`config.mk`:
```
export PLATFORM = sky130hd
export DESIGN_NAME = message_key_and_iv_derivation
export DESIGN_NICKNAME = d
export VERILOG_FILES = /design/src/hw/rtl/mkid_pkg.sv /design/src/hw/rtl/message_key_and_iv_derivation.sv
export SDC_FILE = /design/constraint.sdc
export NUM_CORES = 2
export LEC_CHECK = 0
export BUFFER_PORTS_ARGS = -buffer_cell sky130_fd_sc_hd__buf_2
export CAP_MARGIN = 10
export CELL_PAD_IN_SITES_DETAIL_PLACEMENT = 1
export CELL_PAD_IN_SITES_GLOBAL_PLACEMENT = 1
export CORE_MARGIN = 2
export CORE_UTILIZATION = 32
export CTS_CLUSTER_SIZE = 8
export DETAILED_ROUTE_END_ITERATION = 16
export HOLD_SLACK_MARGIN = 0.03
export PLACE_DENSITY = 0.55
export SLEW_MARGIN = 40
export SYNTH_ARGS = -nofsm -noshare
export SYNTH_HDL_FRONTEND = slang
export SYNTH_SLANG_ARGS = --single-unit
```
`constraint.sdc`:
```
create_clock -name clk -period 49 [get_ports clk]
set_input_delay 9.8 -clock clk [delete_from_list [all_inputs] [get_ports clk]]
set_output_delay 9.8 -clock clk [all_outputs]
set_load 0.02 [all_outputs]
```
`src/hw/rtl/mkid_pkg.sv`:
```
`timescale 1ns / 1ps
// ----------------------------------------------------------------------------
// mkid_pkg: shared constants and functions for key and IV derivation
// SHA-256 round constants, initial value and round helpers.
// ----------------------------------------------------------------------------
package mkid_pkg;

	localparam int KEY_WORDS = 32;
	localparam int KIDX_W = $clog2(KEY_WORDS);

	localparam logic [31:0] SHA_IV [8] = '{
		32'h6a09e667, 32'hbb67ae85, 32'h3c6ef372, 32'ha54ff53a,
		32'h510e527f, 32'h9b05688c, 32'h1f83d9ab, 32'h5be0cd19};

	function automatic logic [31:0] sha_k(input logic [5:0] i);
		logic [31:0] k [64];
		k = '{
		32'h428a2f98,32'h71374491,32'hb5c0fbcf,32'he9b5dba5,32'h3956c25b,32'h59f111f1,
		32'h923f82a4,32'hab1c5ed5,32'hd807aa98,32'h12835b01,32'h243185be,32'h550c7dc3,
		32'h72be5d74,32'h80deb1fe,32'h9bdc06a7,32'hc19bf174,32'he49b69c1,32'hefbe4786,
		32'h0fc19dc6,32'h240ca1cc,32'h2de92c6f,32'h4a7484aa,32'h5cb0a9dc,32'h76f988da,
		32'h983e5152,32'ha831c66d,32'hb00327c8,32'hbf597fc7,32'hc6e00bf3,32'hd5a79147,
		32'h06ca6351,32'h14292967,32'h27b70a85,32'h2e1b2138,32'h4d2c6dfc,32'h53380d13,
		32'h650a7354,32'h766a0abb,32'h81c2c92e,32'h92722c85,32'ha2bfe8a1,32'ha81a664b,
		32'hc24b8b70,32'hc76c51a3,32'hd192e819,32'hd6990624,32'hf40e3585,32'h106aa070,
		32'h19a4c116,32'h1e376c08,32'h2748774c,32'h34b0bcb5,32'h391c0cb3,32'h4ed8aa4a,
		32'h5b9cca4f,32'h682e6ff3,32'h748f82ee,32'h78a5636f,32'h84c87814,32'h8cc70208,
		32'h90befffa,32'ha4506ceb,32'hbef9a3f7,32'hc67178f2};
		return k[i];
	endfunction

	function automatic logic [31:0] rotr(input logic [31:0] v, input int n);
		return (v >> n) | (v << (32 - n));
	endfunction

	// Message schedule sigma functions.
	function automatic logic [31:0] ssig0(input logic [31:0] v);
		return rotr(v, 7) ^ rotr(v, 18) ^ (v >> 3);
	endfunction

	function automatic logic [31:0] ssig1(input logic [31:0] v);
		return rotr(v, 17) ^ rotr(v, 19) ^ (v >> 10);
	endfunction

endpackage

```
`src/hw/rtl/message_key_and_iv_derivation.sv`:
```
`timescale 1ns / 1ps
// ----------------------------------------------------------------------------
// message_key_and_iv_derivation: AES key and IV from message key and auth key
// Holds the auth key in a memory and runs two SHA-256 compressions on one
// round unit to derive the AES key and IV as eight 64-bit words.
// ----------------------------------------------------------------------------
// A load word writes one auth key word into a synchronous memory. Each digest
// gathers its 36 key bytes with five registered memory reads, loads the
// padded block, runs 64 rounds of the single SHA-256 round unit and adds the
// initial value. The first result word is offered once the second digest of
// a derive is complete. The eight result words are then driven from the
// digest registers, one per accepted handshake, and the block then returns to
// idle. The round unit sets the rate, and every stall of the receiver delays
// the next derive. No new word is taken until all eight results of a derive
// are taken.
module message_key_and_iv_derivation
	import mkid_pkg::*;
(
	input  logic        clk,
	input  logic        arst_n,
	input  logic        in_valid,
	output logic        in_ready,
	input  logic        kind,
	input  logic [4:0]  key_index,
	input  logic [63:0] key_word,
	input  logic [63:0] msg_key_high,
	input  logic [63:0] msg_key_low,
	input  logic        from_server,
	output logic        out_valid,
	input  logic        out_ready,
	output logic [2:0]  word_index,
	output logic [63:0] out_word,
	output logic        last
);

	typedef enum logic [5:0] {
		ST_IDLE  = 6'b000001,
		ST_READ  = 6'b000010,
		ST_ROUND = 6'b000100,
		ST_FIN   = 6'b001000,
		ST_OUT   = 6'b010000,
		ST_GAP   = 6'b100000
	} state_t;

	state_t state_q;

	// Auth key memory, one write and one registered read port.
	logic [63:0] key_mem [KEY_WORDS];
	logic [63:0] rd_data_q;
	logic [KIDX_W-1:0] rd_addr;
	logic rd_en, rd_oob, rd_oob_q;

	logic        pass_q;      // 0 = digest a, 1 = digest b
	logic        off_q;       // offset 8 when set
	logic [3:0]  rcnt_q;      // read counter, 0..5
	logic [5:0]  round_q;
	logic [2:0]  ocnt_q;
	logic [127:0] mk_q;
	logic [31:0] w_q [16];    // schedule window, w_q[0] is current word
	logic [31:0] s_q [8];
	logic [255:0] da_q, db_q;
	logic [319:0] kbuf_q;     // 40 key bytes gathered, first byte high

	// Word address of read r: base word (0 or 5) plus offset.
	logic [5:0] word_addr;
	assign word_addr = (pass_q ? 6'd5 : 6'd0) + {2'd0, rcnt_q} + {5'd0, off_q};
	assign rd_oob = (word_addr >= 6'(KEY_WORDS));
	assign rd_addr = word_addr[KIDX_W-1:0];
	assign rd_en = (state_q == ST_READ) && (rcnt_q < 4'd5);

	always_ff @(posedge clk) begin
		if (in_valid && in_ready && !kind && ({1'b0, key_index} < 6'(KEY_WORDS)))
			key_mem[key_index[KIDX_W-1:0]] <= key_word;
		if (rd_en && !rd_oob)
			rd_data_q <= key_mem[rd_addr];
	end

	// The key window spans five words: 36 bytes from a word-aligned offset.
	logic [287:0] kbytes;
	assign kbytes = kbuf_q[319:32];

	// Padded block assembled from message key and key bytes.
	logic [511:0] blk;
	always_comb begin
		if (!pass_q)
			blk = {mk_q, kbytes, 8'h80, 8'h00, 8'h00, 8'h00, 8'h00, 8'h00,
				8'h00, 8'h00, 8'h00, 8'h00, 16'd416};
		else
			blk = {kbytes, mk_q, 8'h80, 8'h00, 8'h00, 8'h00, 8'h00, 8'h00,
				8'h00, 8'h00, 8'h00, 8'h00, 16'd416};
	end

	// One SHA-256 round.
	logic [31:0] t1, t2, w_next;
	always_comb begin
		t1 = s_q[7] + (rotr(s_q[4], 6) ^ rotr(s_q[4], 11) ^ rotr(s_q[4], 25))
			+ ((s_q[4] & s_q[5]) ^ (~s_q[4] & s_q[6])) + sha_k(round_q) + w_q[0];
		t2 = (rotr(s_q[0], 2) ^ rotr(s_q[0], 13) ^ rotr(s_q[0], 22))
			+ ((s_q[0] & s_q[1]) ^ (s_q[0] & s_q[2]) ^ (s_q[1] & s_q[2]));
		w_next = w_q[0] + ssig0(w_q[1]) + w_q[9] + ssig1(w_q[14]);
	end

	// Final digest with initial value added.
	logic [255:0] dig;
	always_comb begin
		for (int i = 0; i < 8; i++)
			dig[255-32*i -: 32] = s_q[i] + SHA_IV[i];
	end

	// Result word selection.
	logic [63:0] res;
	always_comb begin
		case (ocnt_q)
			3'd0: res = da_q[255:192];
			3'd1: res = db_q[191:128];
			3'd2: res = db_q[127:64];
			3'd3: res = da_q[63:0];
			3'd4: res = db_q[255:192];
			3'd5: res = da_q[191:128];
			3'd6: res = da_q[127:64];
			3'd7: res = db_q[63:0];
			default: res = '0;
		endcase
	end

	assign in_ready = (state_q == ST_IDLE);

	// Control sequencer.
	always_ff @(posedge clk or negedge arst_n) begin
		if (!arst_n) begin
			state_q <= ST_IDLE;
			pass_q <= 1'b0;
			rcnt_q <= '0;
			round_q <= '0;
			ocnt_q <= '0;
			out_valid <= 1'b0;
			rd_oob_q <= 1'b0;
		end else begin
			rd_oob_q <= rd_oob;
			case (state_q)
				ST_IDLE: begin
					if (in_valid && kind) begin
						state_q <= ST_READ;
						pass_q <= 1'b0;
						rcnt_q <= '0;
					end
				end
				ST_READ: begin
					rcnt_q <= rcnt_q + 4'd1;
					if (rcnt_q == 4'd5)
						state_q <= ST_GAP;
				end
				ST_GAP: begin
					state_q <= ST_ROUND;
					round_q <= '0;
				end
				ST_ROUND: begin
					round_q <= round_q + 6'd1;
					if (round_q == 6'd63)
						state_q <= ST_FIN;
				end
				ST_FIN: begin
					if (!pass_q) begin
						pass_q <= 1'b1;
						rcnt_q <= '0;
						state_q <= ST_READ;
					end else begin
						state_q <= ST_OUT;
						ocnt_q <= '0;
						out_valid <= 1'b1;
					end
				end
				ST_OUT: begin
					if (out_ready) begin
						ocnt_q <= ocnt_q + 3'd1;
						if (ocnt_q == 3'd7) begin
							out_valid <= 1'b0;
							state_q <= ST_IDLE;
						end
					end
				end
				default: state_q <= ST_IDLE;
			endcase
		end
	end

	// Datapath registers.
	always_ff @(posedge clk) begin
		if (state_q == ST_IDLE && in_valid && kind) begin
			mk_q <= {msg_key_high, msg_key_low};
			off_q <= from_server;
		end
		// Read data arrives in the cycle after each address.
		if (state_q == ST_READ && rcnt_q != 4'd0)
			kbuf_q <= {kbuf_q[255:0], (rd_oob_q ? 64'd0 : rd_data_q)};
		if (state_q == ST_GAP) begin
			for (int i = 0; i < 16; i++)
				w_q[i] <= blk[511-32*i -: 32];
			for (int i = 0; i < 8; i++)
				s_q[i] <= SHA_IV[i];
		end
		if (state_q == ST_ROUND) begin
			for (int i = 0; i < 15; i++)
				w_q[i] <= w_q[i+1];
			w_q[15] <= w_next;
			s_q[7] <= s_q[6]; s_q[6] <= s_q[5]; s_q[5] <= s_q[4];
			s_q[4] <= s_q[3] + t1;
			s_q[3] <= s_q[2]; s_q[2] <= s_q[1]; s_q[1] <= s_q[0];
			s_q[0] <= t1 + t2;
		end
		if (state_q == ST_FIN) begin
			if (!pass_q)
				da_q <= dig;
			else
				db_q <= dig;
		end
	end

	assign word_index = ocnt_q;
	assign out_word = res;
	assign last = (ocnt_q == 3'd7);

	// Results appear only while the sequencer is in its output phase.
	a_out_state: assert property (@(posedge clk) disable iff (!arst_n)
		out_valid |-> state_q == ST_OUT) else $error("result outside output phase");
	// No input word is taken during a derive.
	a_busy: assert property (@(posedge clk) disable iff (!arst_n)
		out_valid |-> !in_ready) else $error("input taken during derive");
	// After the last word the block returns to idle.
	a_last: assert property (@(posedge clk) disable iff (!arst_n)
		out_valid && out_ready && last |=> in_ready && !out_valid)
		else $error("no return to idle after last word");

endmodule
```
==> impl_results.md <==
- Routed length per instance: 29.5 µm
- H-tree levels: 6
- Sink of the worst hold path: kbuf_q[69]
- Vias in the first global route: 95,200
- Syn Nets: 10,500
- Top delay family on crit path: buffers and inverters
- Minimum hold slack: 0.328 ns
- Outcome: completed
- Max Cap Violations: 0
- Via count: 90,900
- Max Freq: 66.6 MHz
- TritonCTS buffer count: 557
- Row count: 265
- Post-synth top flop: edfxtp_1
- Setup TNS Final: 0 ns
- Antenna violations before repair: 81
- Synth Register Bits: 3,862
- Largest net degree at the start of global routing: 214
- Global Route Usage Sum: 19.1%
- DIE WIDTH: 727 µm
- Initial Util: 32.1%
- Slowest stage delay, CP: 0.83 ns
- Worst-path cell chain: buf_4, ha_2, nor2_1, nand2_4, buf_6, nor2_1, a41oi_1, buf_2
- Share of post-route cells with drive strength above 1: 19.4%
- Syn Std Cell Area: 0.167 mm²
- Reg area: 0.116 mm²
- R2R Path Start: round_q[1]
- Final hold violations: 0
- Synthesis-to-layout area growth: 15.4%
- Asr flop ratio synth: 0.544%
- Area after DPL: 0.177 mm²
- Crit end category: output pin
- Placeable Area: 0.521 mm²
- Cells on worst reg2reg path: 35
- Fin crit share: 30.6%
- Via density: 5.19
- Post-cts repair resize count: 0
- Setup CP Type: flop to output pin
- Critical path buffers and inverters: 3
- CTS root buf: clkbuf_16
- Pre-CTS setup slack: 34.89 ns
- Synth Warn #: 0
- Post-CTS Setup Repair Bufs: 0
- Relative slew margins: 34.3%
- Slew Viols, Final: 0
- Clk Latency, worst-skew pair: 1.08 ns
- Worst setup margin: 33.99 ns
- Die H: 727 µm
- Clock Sinks: 3,862
- Syn avg cell area: 16.8 µm²
- Fin area: 0.193 mm²
- Routed Antenna Nets: 0
- Number of flops mapped to enable cells by yosys: 3,841
- Cells after synthesis: 9,962
- Commonest cells after routing, fill and taps aside: 3,841 x edfxtp_1, 787 x nand2_1, 647 x mux4_2
- DPL Wire Length: 349,000 µm
- Fillers: 51,900
- CP max-delay cell: ha_2
- R2R setup slack: 38.52 ns
- Most common cell after layout, fill and taps aside: edfxtp_1
- Crit path max fanout: 78
- DRC Markers: 0
- Count of final setup violators: 0
- Startpoint types: flop
- Clk_skew: 0.114 ns
- Post-synthesis sequential area ratio: 69.3%
- Unique masters post-synth: 98
- RSZ-0062 raised after global routing: no
- Worst Tran Pin Value: 0.979 ns
- DRT iter0 DRCs: 8,285
- CTS Hold Buffers Added: 0
- Nets@finish: 11,000
- First-pass GRT wire length: 731,000 µm
- Initial DRT Pass Iterations: 9
- Die area: 0.528 mm²
- Min-Delay Path Class: flop to flop
- Hold depth: 0
- Hold path start: kbuf_q[5]
- GRT overflow: 0
- Clk buf depth: 4
- Tmin final: 15.01 ns
- I/O Buffers: 272
- Routed wire length: 516,000 µm
- Placer Congestion: 0.874
- Worst Path Arrival: 5.21 ns
- Top-Level Pins: 273
- Multi-input logic area: 0.0483 mm²
- Most frequent CP cell: nor2_1
- Crit Reg-Reg Endpoint: s_q[0][31]
- Worst-path clk slew: 0.05 ns
- Required @ worst endpoint: 39.20 ns
- CTS tree: built
==> cells in the mapped netlist, types with 20 or more instances <==
cell      count  share of area, %
and3_1       27              0.10
inv_1       386              0.87
nand2b_1    130              0.49
and2_1      157              0.59
nor2b_1      25             0.094
mux4_2      647               8.7
o21ai_1      28             0.084
mux2_2      205               1.4
xnor2_1     353               1.8
a21oi_1     179              0.54
nand3_1      57              0.17
a31oi_1      30              0.11
nand2_1     790               1.8
a222oi_1     64              0.38
o31ai_1      24              0.11
xor2_1      222               1.2
or3_1        20             0.075
ha_1        162               1.2
a41oi_1      63              0.33
o21ai_0     587               1.8
fa_1        188               2.3
edfxtp_1   3841                69
a21o_1       77              0.35
mux2i_1     428               2.6
o211ai_1     22             0.099
buf_1        80              0.18
nor3_1       59              0.18
dfrtp_1      20              0.30
clkbuf_1    437              0.98
a211oi_1     21             0.094
o21a_1       37              0.17
nor2_1      355              0.80
==> logic make-up (layout without fill, tap and decap cells) <==
family                     Yosys count  count (layout)  share of synthesized area [%]
DFF                               3862            3862                           69.3
and+or+nand+nor                   1694            1694                           4.59
AOI/OAI and AO/OA                 1286            1286                           4.92
muxes                             1280            1280                           12.7
buffers and inverters              913            1484                           2.06
xor gates and xnor gates           575             575                           3.01
adders and majority gates          352             352                           3.47
other                                0              25                              0
==> worst max path at each step <==
stage	endpoint	from	slack, ns	cells past startpoint
5_1_grt	out_word[33]	word_index[2]	33.63	8
6_report	out_word[33]	word_index[2]	33.99	8
4_1_cts	out_word[33]	word_index[2]	33.74	8
2_1_floorplan	state_q[0]	state_q[1]	30.93	8
3_5_place_dp	out_word[33]	word_index[2]	34.89	8
3_3_place_gp	out_word[5]	word_index[2]	34.73	8
==> final cells by class <==
class                      instances  area share (%)
clock inverter                    61           0.468
multi-input combinational       5187            25.0
antenna                           25          0.0324
inverter                         387           0.763
tap                             6942            4.50
clock buffer                     586            7.35
sequential                      3862            60.0
timing repair buffer             450            1.82
==> flip-flops by register name, indices dropped and copies added (netlist names) <==
register / count
s_q: 256
out_valid: 1
da_q: 256
db_q: 256
w_q: 512
pass_q: 1
round_q: 6
mk_q: 128
rd_data_q: 64
key_mem: 2048
state_q: 6
kbuf_q: 320
off_q: 1
word_index: 3
rcnt_q: 4
==> metrics by stage <==
step,cells,util (%)
5_1_grt,17500,37.1
4_1_cts,17500,37.0
3_3_place_gp,16800,34.0
2_1_floorplan,9962,-
6_report,17500,37.1
3_5_place_dp,16800,34.1
==> layer usage <==
metal  vias up  global-route usage (%)  part of all wire, %
met2      2487                    31.0                   48
met1     48600                    27.0                   45
met4        26                    4.94                  2.7
li1      39100                       -                    -
met3       688                    2.73                  4.8
met5         -                       0                0.032
==> worst reg2reg max path, delay by kind of cell, from the launching register on <==
family / cells / cell delay (ns)
AOI/OAI and AO/OA: 14 / 4.17
xor gates and xnor gates: 1 / 0.39
adders and majority gates: 7 / 3.06
buffers and inverters: 5 / 0.93
DFF: 1 / 0.32
muxes: 1 / 0.06
and+or+nand+nor: 7 / 1.34
Power is not shown: default switching activity piles up to over one toggle a cycle in this logic, so the estimate is an artifact.
